==> src/mtt_pkg.sv <==
// shared types, codes and helpers of the markup tag tokenizer
package mtt_pkg;

  localparam int CP_W     = 21;
  localparam int EV_W     = 4;
  localparam int MAX_EV   = 4;
  localparam int LANE_W   = $clog2(MAX_EV);
  localparam int CNT_W    = $clog2(MAX_EV + 1);
  localparam int Q_DEPTH  = 4;

  typedef logic [CP_W-1:0] cp_t;
  typedef logic [EV_W-1:0] ev_t;

  // event codes
  localparam ev_t EV_CHAR        = 4'd0;
  localparam ev_t EV_START_TAG   = 4'd1;
  localparam ev_t EV_END_TAG     = 4'd2;
  localparam ev_t EV_COMMENT     = 4'd3;
  localparam ev_t EV_DOCTYPE     = 4'd4;
  localparam ev_t EV_NAME_CHAR   = 4'd5;
  localparam ev_t EV_ATTR_NAME   = 4'd6;
  localparam ev_t EV_ATTR_VALUE  = 4'd7;
  localparam ev_t EV_ATTR_DONE   = 4'd8;
  localparam ev_t EV_DATA_CHAR   = 4'd9;
  localparam ev_t EV_SELF_CLOSE  = 4'd10;
  localparam ev_t EV_QUIRKS      = 4'd11;
  localparam ev_t EV_NAME_SET    = 4'd12;
  localparam ev_t EV_TOKEN_DONE  = 4'd13;

  // open token kinds
  typedef logic [2:0] kind_t;
  localparam kind_t K_NONE    = 3'd0;
  localparam kind_t K_START   = 3'd1;
  localparam kind_t K_END     = 3'd2;
  localparam kind_t K_COMMENT = 3'd3;
  localparam kind_t K_DOCTYPE = 3'd4;

  // characters of interest
  localparam cp_t CH_TAB   = 21'h09;
  localparam cp_t CH_LF    = 21'h0A;
  localparam cp_t CH_FF    = 21'h0C;
  localparam cp_t CH_SPACE = 21'h20;
  localparam cp_t CH_BANG  = 21'h21;
  localparam cp_t CH_DQ    = 21'h22;
  localparam cp_t CH_SQ    = 21'h27;
  localparam cp_t CH_DASH  = 21'h2D;
  localparam cp_t CH_SLASH = 21'h2F;
  localparam cp_t CH_LT    = 21'h3C;
  localparam cp_t CH_EQ    = 21'h3D;
  localparam cp_t CH_GT    = 21'h3E;
  localparam cp_t CH_QUEST = 21'h3F;
  localparam cp_t CH_UP_A  = 21'h41;
  localparam cp_t CH_UP_D  = 21'h44;
  localparam cp_t CH_UP_Z  = 21'h5A;
  localparam cp_t CH_LO_A  = 21'h61;
  localparam cp_t CH_LO_D  = 21'h64;
  localparam cp_t CH_LO_Z  = 21'h7A;
  localparam cp_t CASE_OFS = 21'h20;

  // keyword match progress
  typedef logic [2:0] prog_t;
  localparam prog_t KW_LAST = 3'd6;

  // tokenizer modes
  typedef enum logic [27:0] {
    M_DATA            = 28'd1 << 0,
    M_TAG_OPEN        = 28'd1 << 1,
    M_END_TAG_OPEN    = 28'd1 << 2,
    M_TAG_NAME        = 28'd1 << 3,
    M_BEFORE_ATTR     = 28'd1 << 4,
    M_ATTR_NAME       = 28'd1 << 5,
    M_AFTER_ATTR_NAME = 28'd1 << 6,
    M_BEFORE_VALUE    = 28'd1 << 7,
    M_VALUE_DQ        = 28'd1 << 8,
    M_VALUE_SQ        = 28'd1 << 9,
    M_VALUE_UNQ       = 28'd1 << 10,
    M_AFTER_VALUE_Q   = 28'd1 << 11,
    M_SELF_CLOSING    = 28'd1 << 12,
    M_BOGUS_COMMENT   = 28'd1 << 13,
    M_DECL_OPEN       = 28'd1 << 14,
    M_DECL_DASH       = 28'd1 << 15,
    M_DECL_DOCTYPE    = 28'd1 << 16,
    M_DOCTYPE         = 28'd1 << 17,
    M_BEFORE_DT_NAME  = 28'd1 << 18,
    M_DT_NAME         = 28'd1 << 19,
    M_AFTER_DT_NAME   = 28'd1 << 20,
    M_BOGUS_DOCTYPE   = 28'd1 << 21,
    M_CMT_START       = 28'd1 << 22,
    M_CMT_START_DASH  = 28'd1 << 23,
    M_CMT             = 28'd1 << 24,
    M_CMT_END_DASH    = 28'd1 << 25,
    M_CMT_END         = 28'd1 << 26,
    M_CMT_END_BANG    = 28'd1 << 27
  } mode_t;

  // input item
  typedef struct packed {
    cp_t  code_point;
    logic end_of_text;
  } item_t;

  // result item
  typedef struct packed {
    ev_t  event_res;
    cp_t  event_char;
    logic last_of_run;
  } result_t;

  // all events caused by one character, packed from lane 0
  typedef struct packed {
    logic [MAX_EV-1:0][EV_W-1:0] code;
    logic [MAX_EV-1:0][CP_W-1:0] chr;
    logic [CNT_W-1:0]            cnt;
  } burst_t;

  // expected letter of "doctype" at a given match position
  function automatic cp_t kw_char(input prog_t p);
    cp_t r;
    case (p)
      3'd1:    r = 21'h6F;
      3'd2:    r = 21'h63;
      3'd3:    r = 21'h74;
      3'd4:    r = 21'h79;
      3'd5:    r = 21'h70;
      3'd6:    r = 21'h65;
      default: r = CH_LO_D;
    endcase
    return r;
  endfunction

endpackage

==> src/mtt_front.sv <==
// tokenizer state machine: classifies each character into a burst of events
module mtt_front (
  input  logic           clk,
  input  logic           rst,
  input  mtt_pkg::item_t item,
  input  logic           push,
  input  logic           full,
  output mtt_pkg::burst_t burst,
  output logic           burst_push
);
  import mtt_pkg::*;

  mode_t mode, mode_next;
  prog_t prog, prog_next;
  kind_t kind, kind_next;

  cp_t  c;
  cp_t  lc;
  logic sp;
  logic alpha;
  logic accept;

  assign c      = item.code_point;
  assign accept = push && !full;
  assign sp     = (c == CH_TAB) || (c == CH_LF) || (c == CH_FF) || (c == CH_SPACE);
  assign alpha  = ((c >= CH_LO_A) && (c <= CH_LO_Z)) || ((c >= CH_UP_A) && (c <= CH_UP_Z));
  assign lc     = ((c >= CH_UP_A) && (c <= CH_UP_Z)) ? c + CASE_OFS : c;

  // next state and event burst for the current character
  always_comb begin
    mode_next = mode;
    prog_next = prog;
    kind_next = kind;
    burst     = '0;
    case (mode)
      M_TAG_OPEN: begin
        if (c == CH_BANG) begin
          mode_next = M_DECL_OPEN;
        end else if (c == CH_SLASH) begin
          mode_next = M_END_TAG_OPEN;
        end else if (alpha) begin
          burst.code[0] = EV_START_TAG; burst.chr[0] = c; burst.cnt = 3'd1;
          kind_next = K_START;
          mode_next = M_TAG_NAME;
        end else if (c == CH_QUEST) begin
          mode_next = M_BOGUS_COMMENT;
        end else begin
          burst.code[0] = EV_CHAR; burst.chr[0] = CH_LT;
          if (c == CH_LT) begin
            burst.cnt = 3'd1;
            mode_next = M_TAG_OPEN;
          end else begin
            burst.code[1] = EV_CHAR; burst.chr[1] = c; burst.cnt = 3'd2;
            mode_next = M_DATA;
          end
        end
      end
      M_END_TAG_OPEN: begin
        if (alpha) begin
          burst.code[0] = EV_END_TAG; burst.chr[0] = c; burst.cnt = 3'd1;
          kind_next = K_END;
          mode_next = M_TAG_NAME;
        end else begin
          prog_next = '0;
          mode_next = (c == CH_GT) ? M_DATA : M_BOGUS_COMMENT;
        end
      end
      M_TAG_NAME: begin
        if (sp) begin
          mode_next = M_BEFORE_ATTR;
        end else if (c == CH_SLASH) begin
          mode_next = M_SELF_CLOSING;
        end else if (c == CH_GT) begin
          burst.code[0] = EV_TOKEN_DONE; burst.cnt = 3'd1;
          kind_next = K_NONE; mode_next = M_DATA;
        end else begin
          burst.code[0] = EV_NAME_CHAR; burst.chr[0] = c; burst.cnt = 3'd1;
        end
      end
      M_BEFORE_ATTR, M_SELF_CLOSING, M_AFTER_VALUE_Q: begin
        if (mode == M_SELF_CLOSING && c == CH_GT) begin
          burst.code[0] = EV_SELF_CLOSE; burst.code[1] = EV_TOKEN_DONE; burst.cnt = 3'd2;
          kind_next = K_NONE; mode_next = M_DATA;
        end else if (sp) begin
          mode_next = M_BEFORE_ATTR;
        end else if (c == CH_SLASH) begin
          mode_next = M_SELF_CLOSING;
        end else if (c == CH_GT) begin
          burst.code[0] = EV_TOKEN_DONE; burst.cnt = 3'd1;
          kind_next = K_NONE; mode_next = M_DATA;
        end else begin
          burst.code[0] = EV_ATTR_NAME; burst.chr[0] = c; burst.cnt = 3'd1;
          mode_next = M_ATTR_NAME;
        end
      end
      M_ATTR_NAME: begin
        if (sp) begin
          mode_next = M_AFTER_ATTR_NAME;
        end else if (c == CH_SLASH) begin
          burst.code[0] = EV_ATTR_DONE; burst.cnt = 3'd1;
          mode_next = M_SELF_CLOSING;
        end else if (c == CH_EQ) begin
          mode_next = M_BEFORE_VALUE;
        end else if (c == CH_GT) begin
          burst.code[0] = EV_ATTR_DONE; burst.code[1] = EV_TOKEN_DONE; burst.cnt = 3'd2;
          kind_next = K_NONE; mode_next = M_DATA;
        end else begin
          burst.code[0] = EV_ATTR_NAME; burst.chr[0] = c; burst.cnt = 3'd1;
        end
      end
      M_AFTER_ATTR_NAME: begin
        if (sp) begin
          mode_next = mode;
        end else if (c == CH_EQ) begin
          mode_next = M_BEFORE_VALUE;
        end else begin
          // valueless attribute ends before whatever follows
          burst.code[0] = EV_ATTR_DONE;
          if (c == CH_SLASH) begin
            burst.cnt = 3'd1;
            mode_next = M_SELF_CLOSING;
          end else if (c == CH_GT) begin
            burst.code[1] = EV_TOKEN_DONE; burst.cnt = 3'd2;
            kind_next = K_NONE; mode_next = M_DATA;
          end else begin
            burst.code[1] = EV_ATTR_NAME; burst.chr[1] = c; burst.cnt = 3'd2;
            mode_next = M_ATTR_NAME;
          end
        end
      end
      M_BEFORE_VALUE: begin
        if (sp) begin
          mode_next = mode;
        end else if (c == CH_DQ) begin
          mode_next = M_VALUE_DQ;
        end else if (c == CH_SQ) begin
          mode_next = M_VALUE_SQ;
        end else if (c == CH_GT) begin
          burst.code[0] = EV_ATTR_DONE; burst.code[1] = EV_TOKEN_DONE; burst.cnt = 3'd2;
          kind_next = K_NONE; mode_next = M_DATA;
        end else begin
          burst.code[0] = EV_ATTR_VALUE; burst.chr[0] = c; burst.cnt = 3'd1;
          mode_next = M_VALUE_UNQ;
        end
      end
      M_VALUE_DQ, M_VALUE_SQ: begin
        if ((mode == M_VALUE_DQ && c == CH_DQ) || (mode == M_VALUE_SQ && c == CH_SQ)) begin
          burst.code[0] = EV_ATTR_DONE; burst.cnt = 3'd1;
          mode_next = M_AFTER_VALUE_Q;
        end else begin
          burst.code[0] = EV_ATTR_VALUE; burst.chr[0] = c; burst.cnt = 3'd1;
        end
      end
      M_VALUE_UNQ: begin
        if (sp) begin
          burst.code[0] = EV_ATTR_DONE; burst.cnt = 3'd1;
          mode_next = M_BEFORE_ATTR;
        end else if (c == CH_GT) begin
          burst.code[0] = EV_ATTR_DONE; burst.code[1] = EV_TOKEN_DONE; burst.cnt = 3'd2;
          kind_next = K_NONE; mode_next = M_DATA;
        end else begin
          burst.code[0] = EV_ATTR_VALUE; burst.chr[0] = c; burst.cnt = 3'd1;
        end
      end
      M_BOGUS_COMMENT: begin
        if (c == CH_GT) begin
          mode_next = M_DATA;
        end
      end
      M_DECL_OPEN: begin
        if (c == CH_DASH) begin
          mode_next = M_DECL_DASH;
        end else if (c == CH_LO_D || c == CH_UP_D) begin
          prog_next = 3'd1;
          mode_next = M_DECL_DOCTYPE;
        end else begin
          prog_next = '0;
          mode_next = (c == CH_GT) ? M_DATA : M_BOGUS_COMMENT;
        end
      end
      M_DECL_DASH: begin
        if (c == CH_DASH) begin
          burst.code[0] = EV_COMMENT; burst.cnt = 3'd1;
          kind_next = K_COMMENT;
          mode_next = M_CMT_START;
        end else begin
          prog_next = '0;
          mode_next = (c == CH_GT) ? M_DATA : M_BOGUS_COMMENT;
        end
      end
      M_DECL_DOCTYPE: begin
        // one keyword letter per character, case-insensitive
        if (prog != '0 && prog <= KW_LAST && lc == kw_char(prog)) begin
          if (prog == KW_LAST) begin
            prog_next = '0;
            mode_next = M_DOCTYPE;
          end else begin
            prog_next = prog + 3'd1;
          end
        end else begin
          prog_next = '0;
          mode_next = (c == CH_GT) ? M_DATA : M_BOGUS_COMMENT;
        end
      end
      M_DOCTYPE, M_BEFORE_DT_NAME: begin
        if (sp) begin
          mode_next = M_BEFORE_DT_NAME;
        end else begin
          burst.code[0] = EV_DOCTYPE;
          kind_next = K_DOCTYPE;
          if (c == CH_GT) begin
            burst.code[1] = EV_QUIRKS; burst.code[2] = EV_TOKEN_DONE; burst.cnt = 3'd3;
            kind_next = K_NONE; mode_next = M_DATA;
          end else begin
            burst.code[1] = EV_NAME_CHAR; burst.chr[1] = c; burst.cnt = 3'd2;
            mode_next = M_DT_NAME;
          end
        end
      end
      M_DT_NAME: begin
        if (sp) begin
          burst.code[0] = EV_NAME_SET; burst.cnt = 3'd1;
          mode_next = M_AFTER_DT_NAME;
        end else if (c == CH_GT) begin
          burst.code[0] = EV_NAME_SET; burst.code[1] = EV_TOKEN_DONE; burst.cnt = 3'd2;
          kind_next = K_NONE; mode_next = M_DATA;
        end else begin
          burst.code[0] = EV_NAME_CHAR; burst.chr[0] = c; burst.cnt = 3'd1;
        end
      end
      M_AFTER_DT_NAME: begin
        if (sp) begin
          mode_next = mode;
        end else if (c == CH_GT) begin
          burst.code[0] = EV_TOKEN_DONE; burst.cnt = 3'd1;
          kind_next = K_NONE; mode_next = M_DATA;
        end else begin
          burst.code[0] = EV_QUIRKS; burst.cnt = 3'd1;
          mode_next = M_BOGUS_DOCTYPE;
        end
      end
      M_BOGUS_DOCTYPE: begin
        if (c == CH_GT) begin
          burst.code[0] = EV_TOKEN_DONE; burst.cnt = 3'd1;
          kind_next = K_NONE; mode_next = M_DATA;
        end
      end
      M_CMT_START, M_CMT_START_DASH: begin
        if (c == CH_DASH) begin
          mode_next = (mode == M_CMT_START) ? M_CMT_START_DASH : M_CMT_END;
        end else if (c == CH_GT) begin
          burst.code[0] = EV_TOKEN_DONE; burst.cnt = 3'd1;
          kind_next = K_NONE; mode_next = M_DATA;
        end else begin
          mode_next = M_CMT;
          if (mode == M_CMT_START_DASH) begin
            burst.code[0] = EV_DATA_CHAR; burst.chr[0] = CH_DASH;
            burst.code[1] = EV_DATA_CHAR; burst.chr[1] = c; burst.cnt = 3'd2;
          end else begin
            burst.code[0] = EV_DATA_CHAR; burst.chr[0] = c; burst.cnt = 3'd1;
          end
        end
      end
      M_CMT: begin
        if (c == CH_DASH) begin
          mode_next = M_CMT_END_DASH;
        end else begin
          burst.code[0] = EV_DATA_CHAR; burst.chr[0] = c; burst.cnt = 3'd1;
        end
      end
      M_CMT_END_DASH: begin
        if (c == CH_DASH) begin
          mode_next = M_CMT_END;
        end else begin
          burst.code[0] = EV_DATA_CHAR; burst.chr[0] = CH_DASH;
          burst.code[1] = EV_DATA_CHAR; burst.chr[1] = c; burst.cnt = 3'd2;
          mode_next = M_CMT;
        end
      end
      M_CMT_END: begin
        if (c == CH_GT) begin
          burst.code[0] = EV_TOKEN_DONE; burst.cnt = 3'd1;
          kind_next = K_NONE; mode_next = M_DATA;
        end else if (c == CH_BANG) begin
          mode_next = M_CMT_END_BANG;
        end else if (c == CH_DASH) begin
          burst.code[0] = EV_DATA_CHAR; burst.chr[0] = CH_DASH; burst.cnt = 3'd1;
        end else begin
          burst.code[0] = EV_DATA_CHAR; burst.chr[0] = CH_DASH;
          burst.code[1] = EV_DATA_CHAR; burst.chr[1] = CH_DASH;
          burst.code[2] = EV_DATA_CHAR; burst.chr[2] = c; burst.cnt = 3'd3;
          mode_next = M_CMT;
        end
      end
      M_CMT_END_BANG: begin
        if (c == CH_GT) begin
          burst.code[0] = EV_TOKEN_DONE; burst.cnt = 3'd1;
          kind_next = K_NONE; mode_next = M_DATA;
        end else begin
          burst.code[0] = EV_DATA_CHAR; burst.chr[0] = CH_DASH;
          burst.code[1] = EV_DATA_CHAR; burst.chr[1] = CH_DASH;
          burst.code[2] = EV_DATA_CHAR; burst.chr[2] = CH_BANG;
          if (c == CH_DASH) begin
            burst.cnt = 3'd3;
            mode_next = M_CMT_END_DASH;
          end else begin
            burst.code[3] = EV_DATA_CHAR; burst.chr[3] = c; burst.cnt = 3'd4;
            mode_next = M_CMT;
          end
        end
      end
      default: begin
        // data state
        if (c == CH_LT) begin
          mode_next = M_TAG_OPEN;
        end else begin
          burst.code[0] = EV_CHAR; burst.chr[0] = c; burst.cnt = 3'd1;
          mode_next = M_DATA;
        end
      end
    endcase
    // end of text drops any open token
    if (item.end_of_text) begin
      mode_next = M_DATA;
      prog_next = '0;
      kind_next = K_NONE;
    end
  end

  assign burst_push = accept && (burst.cnt != '0);

  // state registers advance on each accepted character
  always_ff @(posedge clk) begin
    if (rst) begin
      mode <= M_DATA;
      prog <= '0;
      kind <= K_NONE;
    end else if (accept) begin
      mode <= mode_next;
      prog <= prog_next;
      kind <= kind_next;
    end
  end

`ifndef SYNTHESIS
  a_eot_to_data: assert property (@(posedge clk) disable iff (rst)
    accept && item.end_of_text |=> mode == M_DATA && prog == '0 && kind == K_NONE)
    else $error("end of text did not return to data state");
  a_prog_only_in_kw: assert property (@(posedge clk) disable iff (rst)
    mode != M_DECL_DOCTYPE |-> prog == '0)
    else $error("keyword progress left set outside keyword match");
  a_tag_kind: assert property (@(posedge clk) disable iff (rst)
    mode == M_TAG_NAME |-> (kind == K_START || kind == K_END))
    else $error("tag name without an open tag token");
`endif

endmodule

==> src/mtt_queue.sv <==
// small queue of event bursts between the state machine and the serializer
module mtt_queue #(
  parameter int DEPTH = mtt_pkg::Q_DEPTH
) (
  input  logic            clk,
  input  logic            rst,
  input  logic            wr,
  input  mtt_pkg::burst_t wr_data,
  input  logic            rd,
  output mtt_pkg::burst_t rd_data,
  output logic            full,
  output logic            empty
);
  import mtt_pkg::*;

  localparam int PTR_W = (DEPTH > 1) ? $clog2(DEPTH) : 1;
  localparam int CNT_QW = $clog2(DEPTH + 1);

  burst_t              store [DEPTH];
  logic [PTR_W-1:0]    wptr;
  logic [PTR_W-1:0]    rptr;
  logic [CNT_QW-1:0]   count;

  assign full    = (count == CNT_QW'(DEPTH));
  assign empty   = (count == '0);
  assign rd_data = store[rptr];

  // burst storage
  always_ff @(posedge clk) begin
    if (wr) begin
      store[wptr] <= wr_data;
    end
  end

  // pointers and fill count
  always_ff @(posedge clk) begin
    if (rst) begin
      wptr  <= '0;
      rptr  <= '0;
      count <= '0;
    end else begin
      if (wr) begin
        wptr <= (wptr == PTR_W'(DEPTH - 1)) ? '0 : wptr + 1'b1;
      end
      if (rd) begin
        rptr <= (rptr == PTR_W'(DEPTH - 1)) ? '0 : rptr + 1'b1;
      end
      if (wr && !rd) begin
        count <= count + 1'b1;
      end else if (rd && !wr) begin
        count <= count - 1'b1;
      end
    end
  end

`ifndef SYNTHESIS
  a_no_overflow: assert property (@(posedge clk) disable iff (rst)
    wr |-> !full || rd)
    else $error("burst written into a full queue");
`endif

endmodule

==> src/mtt_back.sv <==
// serializer: hands out the events of the head burst one transfer at a time
module mtt_back (
  input  logic             clk,
  input  logic             rst,
  input  mtt_pkg::burst_t  head,
  input  logic             q_empty,
  output logic             q_pop,
  output mtt_pkg::result_t result,
  output logic             empty,
  input  logic             pop
);
  import mtt_pkg::*;

  logic [LANE_W-1:0] sel;
  logic              last;

  assign last                = ({1'b0, sel} == head.cnt - 1'b1);
  assign empty               = q_empty;
  assign result.event_res    = head.code[sel];
  assign result.event_char   = head.chr[sel];
  assign result.last_of_run  = last;
  assign q_pop               = pop && !q_empty && last;

  // lane select within the head burst
  always_ff @(posedge clk) begin
    if (rst) begin
      sel <= '0;
    end else if (pop && !q_empty) begin
      sel <= last ? '0 : sel + 1'b1;
    end
  end

`ifndef SYNTHESIS
  a_sel_in_burst: assert property (@(posedge clk) disable iff (rst)
    !q_empty |-> ({1'b0, sel} < head.cnt))
    else $error("lane select beyond head burst");
`endif

endmodule

==> src/markup_tag_tokenizer.sv <==
// top level of the markup tag tokenizer
//
// Input channel: one character (code_point, end_of_text) per transfer on item,
// taken at a clock edge with push high and full low. Full stays low as long
// as the burst queue has room, so a character can be taken in every cycle.
// Result channel: event records on result, offered while empty is low and
// taken at a clock edge with pop high. Each character yields zero to four
// events; last_of_run marks the final event of one character, and a
// character that yields none produces no transfer.
// Each burst is registered in the queue before its first event is offered.
// The state machine takes one character per cycle while full is low; events
// leave at one per cycle while pop is high, set by the serializer; a queue of
// QUEUE_DEPTH bursts absorbs runs of several events per character.
// When the receiver stalls, the queue fills and full rises; nothing is lost.
// Reset (rst, synchronous) returns the tokenizer to the data state and
// empties the queue. After a character with end_of_text, its events come
// out and the tokenizer is back in the data state with no open token.
module markup_tag_tokenizer #(
  parameter int QUEUE_DEPTH = mtt_pkg::Q_DEPTH
) (
  input  logic             clk,
  input  logic             rst,
  input  mtt_pkg::item_t   item,
  input  logic             push,
  output logic             full,
  output mtt_pkg::result_t result,
  output logic             empty,
  input  logic             pop
);
  import mtt_pkg::*;

  burst_t front_burst;
  burst_t head;
  logic   burst_push;
  logic   q_pop;
  logic   q_empty;

  // classify characters
  mtt_front u_front (
    .clk        (clk),
    .rst        (rst),
    .item       (item),
    .push       (push),
    .full       (full),
    .burst      (front_burst),
    .burst_push (burst_push)
  );

  // decouple the two sides
  mtt_queue #(
    .DEPTH (QUEUE_DEPTH)
  ) u_queue (
    .clk     (clk),
    .rst     (rst),
    .wr      (burst_push),
    .wr_data (front_burst),
    .rd      (q_pop),
    .rd_data (head),
    .full    (full),
    .empty   (q_empty)
  );

  // emit events one at a time
  mtt_back u_back (
    .clk     (clk),
    .rst     (rst),
    .head    (head),
    .q_empty (q_empty),
    .q_pop   (q_pop),
    .result  (result),
    .empty   (empty),
    .pop     (pop)
  );

endmodule

==> config.mk <==
export PLATFORM = sky130hd
export DESIGN_NAME = markup_tag_tokenizer
export DESIGN_NICKNAME = d
export VERILOG_FILES = /design/src/mtt_pkg.sv /design/src/mtt_front.sv /design/src/mtt_queue.sv /design/src/mtt_back.sv /design/src/markup_tag_tokenizer.sv
export SDC_FILE = /design/constraint.sdc
export NUM_CORES = 1
export LEC_CHECK = 0
export BUFFER_PORTS_ARGS = -buffer_cell sky130_fd_sc_hd__buf_4
export CORE_MARGIN = 3
export CORE_UTILIZATION = 50
export DETAILED_ROUTE_END_ITERATION = 12
export PLACE_DENSITY = 0.64
export SYNTH_ARGS = -nofsm -noshare
export SYNTH_HDL_FRONTEND = slang
export SYNTH_SLANG_ARGS = --single-unit
==> constraint.sdc <==
create_clock -name clk -period 6.9 [get_ports clk]
set_input_delay 1.38 -clock clk [delete_from_list [all_inputs] [get_ports clk]]
set_output_delay 1.38 -clock clk [all_outputs]
set_load 0.01 [all_outputs]
==> summary.txt <==
Logic synthesis
  • Part of the Yosys area used for sequential elements: 62.4%
  • Flip-flop and latch count after synthesis: ~430
  • Mean Syn Cell Area: 14.7 sq um
  • Number of warnings reported in the yosys synthesis log: 0
  • Number of synthesized flops with an enable pin: 392
  • Net count of the mapped netlist: 1408
  • Post-synthesis instance area: a little over 0.02 sq mm
  • Post-synthesis instance total: 1372
  • FFs w/ async S/R, synth: 0%
  • Main synth FF type: edfxtp_1
  • Unique cell type count in the Yosys netlist: 89

Detailed routing
  • DRC marker count from the first detailed-route iteration: 1073
  • Post-route DRC violation count: 0
  • WL/cell: about 27 microns
  • Vias per cell: between 6 and 7
  • Detailed Route WL: 53100 microns
  • Antenna-violating nets left: 0
  • Number of vias in the routed layout: about 13000
  • Drt pass-1 iters: 5

GRT
  • Vias in the first global route: 12700
  • Global-route wire length before repair: 81000 microns
  • Initial antenna violation count: 0
  • Global-route congestion overflow total: 0
  • Maximum number of pins on one net before global-route repair: 66
  • Global-route usage over all layers: 24.7%

Worst setup path
  • Top delay family on crit path: simple AND/OR/NAND/NOR gates
  • Worst setup path start: u_front.mode[16]
  • Critical path depth: 14
  • Worst Setup EP: u_queue.count[2]
  • Sort of element at the end of the critical path: flip-flop
  • Critical path data arrival time: roughly 5600 ps
  • Launching element type of the critical path: flip-flop
  • Worst path cell trace: nor4_4 -> nand3_2 -> or4_1 -> a21oi_2 -> nand2b_1 -> o32ai_2 -> nor2_1 -> a41oi_4 -> ha_1 -> inv_1 -> fa_1 -> xor2_1 -> or3_1 -> a21oi_1
  • Maximum fanout along the worst path: 10
  • Bufs and invs on worst path: 1
  • Endpoint of the most critical register-to-register path: u_queue.count[2]
  • Reg-to-reg critical path startpoint: u_front.mode[16]
  • Minimum setup slack among reg-to-reg paths: ~1800 ps
  • Critical path's slowest cell: or4_1
  • Longest individual stage delay on the worst path: approximately 800 ps
  • Kind of critical path: flip-flop to flip-flop
  • Number of cells on the worst reg-to-reg path: 14
  • Critical path required time: 7390 ps

STA
  • Hold Fails Final Rpt: 0
  • Max-slew violation count: 0
  • Sum of negative setup slack: 0 ps
  • Time the worst path needs with I/O delays and setup: 5150 ps
  • Number of setup violations in the final report: 0
  • Fraction of the cycle the final worst path needs: 74.6%
  • Setup repair after global routing missed its margin: no
  • Timing-limited maximum frequency: a little under 200 MHz
  • Worst slew pin tran: between 1000 and 1500 ps
  • Rel. slew slack: 25.3%
  • Worst Clk Skew: 20.0 ps

CTS
  • Clock latency on the worst-skew pair: between 500 and 600 ps
  • Clock tree from TritonCTS: built
  • Clock buffers created by TritonCTS: 45
  • Post-CTS setup buffer count: 0
  • Number of resized instances in the post-cts repair step: 0
  • Cell at the root of the clock tree: clkbuf_16
  • Max Root-Sink Buffers: 3
  • Max H-tree Level: 2
  • Reg clk slew, reported paths: 50 ps
  • Cts hold-fix bufs: 0
  • CTS sink count: 434

Die
  • I/O pins: 54
  • Area enclosed by the die boundary: 0.0429 sq mm
  • Die H: 207 microns
  • Overall die width: 207 microns
  • Effective utilization at floorplan: 50.7%
  • Area of the placeable core: 0.0398 sq mm
  • Cell Rows: 73

Place
  • Placed instance count: between 1500 and 2000
  • Final RePlAce weighted congestion: 0.983
  • Half-perimeter wire length after detailed placement: 35500 microns
  • Cell area after placement: 0.0213 sq mm
  • IO Port Bufs: 53

Pwr
  • Worst voltage drop across the vdd grid: 0.200 mV
  • Total power after layout: 6.83 mW
  • Leakage power of the design: 7.56 nW
  • Total power divided by cell area: 301 mW/mm^2

Final layout
  • Nets: 1462
  • Number of antenna diodes: 0
  • Syn-to-layout area delta: 12.5%
  • Final cell area excluding filler cells: about 0.023 sq mm
  • Layout cells sized above 1: 21.5%
  • Number of standard cells in the layout, taps in and fillers out: 1985

Status
  • Status: completed

Run
  • MaxCap Viol Count: 0

Min path
  • Type of the most critical hold path: flip-flop to flip-flop
-- cell families (layout without fill, tap and decap cells) --
logic type               count (synthesis)  count (layout)  synth area share [%]
AND/OR/NAND/NOR                        502             502                  14.2
flip-flops                             434             434                  62.4
AO/OA/AOI/OAI                          176             176                  6.25
multiplexers                           129             129                  13.8
buffers and inverters                  107             195                  2.08
XOR/XNOR                                14              14                 0.607
adder cells (fa/ha/maj)                 10              10                 0.656
-- metrics by stage --
stage,util (%),setup WS [ps],hold slack [ps]
floorplan,-,495,461
global placement,53.6,1260,493
detailed placement,53.6,1220,497
CTS,57.1,1810,508
global route,57.1,1530,547
finish,57.1,1750,506
-- routing by layer --
layer	up-vias	track usage (%)	wire, microns
met5	-	0	0
met4	0	7.44	1520
met3	93	4.29	3910
met2	528	38.4	24900
met1	6491	36.3	22700
li1	5609	-	-
-- synthesized netlist by cell type, types with 6 or more instances --
cell,number,area share (%)
dfxtp_1,42,4.2
nand4_1,33,1.0
and3_1,14,0.43
and2_1,69,2.1
edfxtp_1,392,58
a211o_1,6,0.26
ha_1,9,0.56
buf_1,11,0.20
and4_1,6,0.26
nand3_1,35,0.87
nand4b_1,8,0.35
nor3b_1,6,0.22
nand3b_1,8,0.30
or3_1,14,0.43
o22ai_1,7,0.22
nor2b_1,13,0.40
inv_1,26,0.48
mux4_2,119,13
nand2b_1,15,0.46
buf_2,6,0.15
mux2i_1,6,0.30
o21a_1,10,0.37
a31oi_1,8,0.25
nor3_1,44,1.1
clkbuf_1,62,1.2
nor2_1,69,1.3
nand2_1,93,1.7
or4_1,21,0.78
xor2_1,9,0.39
o21ai_0,40,0.99
a21oi_1,43,1.1
nor4_1,19,0.59
-- worst reg2reg max path: stages, from the launching register on --
cell and delay [ps]:
dfxtp_1 380, nor4_4 600, nand3_2 300, or4_1 800, a21oi_2 480, nand2b_1 200
o32ai_2 440, nor2_1 160, a41oi_4 370, ha_1 260, inv_1 70, fa_1 430
xor2_1 150, or3_1 300, a21oi_1 130
-- state kept, by name (all words and copies together) (netlist names), named ones only --
register and flops:
u_queue.store 392, u_front.mode 28, u_front.prog 3, u_queue.count 3
u_back.sel 2, u_queue.rptr 2, u_queue.wptr 2
-- cell usage in the layout, fill, tap and decap left out, types with 10 or more instances in the layout --
cell	instances
clkbuf_16	47
clkbuf_1	11
edfxtp_1	392
nand2_1	93
inv_1	26
o21ai_0	40
nor2b_1	13
and2_1	68
nor4_1	18
buf_4	80
nand3_1	35
nand2b_1	15
o21a_1	10
a21oi_1	43
nor3_1	44
and3_1	14
nand4_1	33
or3_1	14
dfxtp_1	38
or4_1	21
nor2_1	69
mux4_2	119
-- cell type report --
class,count,area (sq um)
clock buffer,58,1220
clock inverter,23,185
fill,3215,17100
inverter,26,97.6
multi-input combinational,831,7200
sequential,434,12600
tap,525,657
timing repair buffer,88,761
-- power breakdown --
group	internal (mW)	switching (mW)
combinational	0.636	0.644
sequential	3.14	0.115
clock	1.32	0.975
-- how the worst min path moves through the flow --
| stage | start | to | slack, ps | cells after the start |
|---|---|---|---|---|
| after global routing | u_queue.wptr[1] | u_queue.wptr[1] | 550 | 2 |
| after floorplan | u_front.mode[10] | u_front.mode[10] | 460 | 2 |
| after detailed placement | u_front.mode[10] | u_front.mode[10] | 500 | 2 |
| after global placement | u_front.mode[10] | u_front.mode[10] | 490 | 2 |
| final | u_queue.count[2] | u_queue.count[2] | 510 | 2 |
| after CTS | u_queue.count[2] | u_queue.count[2] | 510 | 2 |
Note: power is estimated with default switching activity, not from simulation.
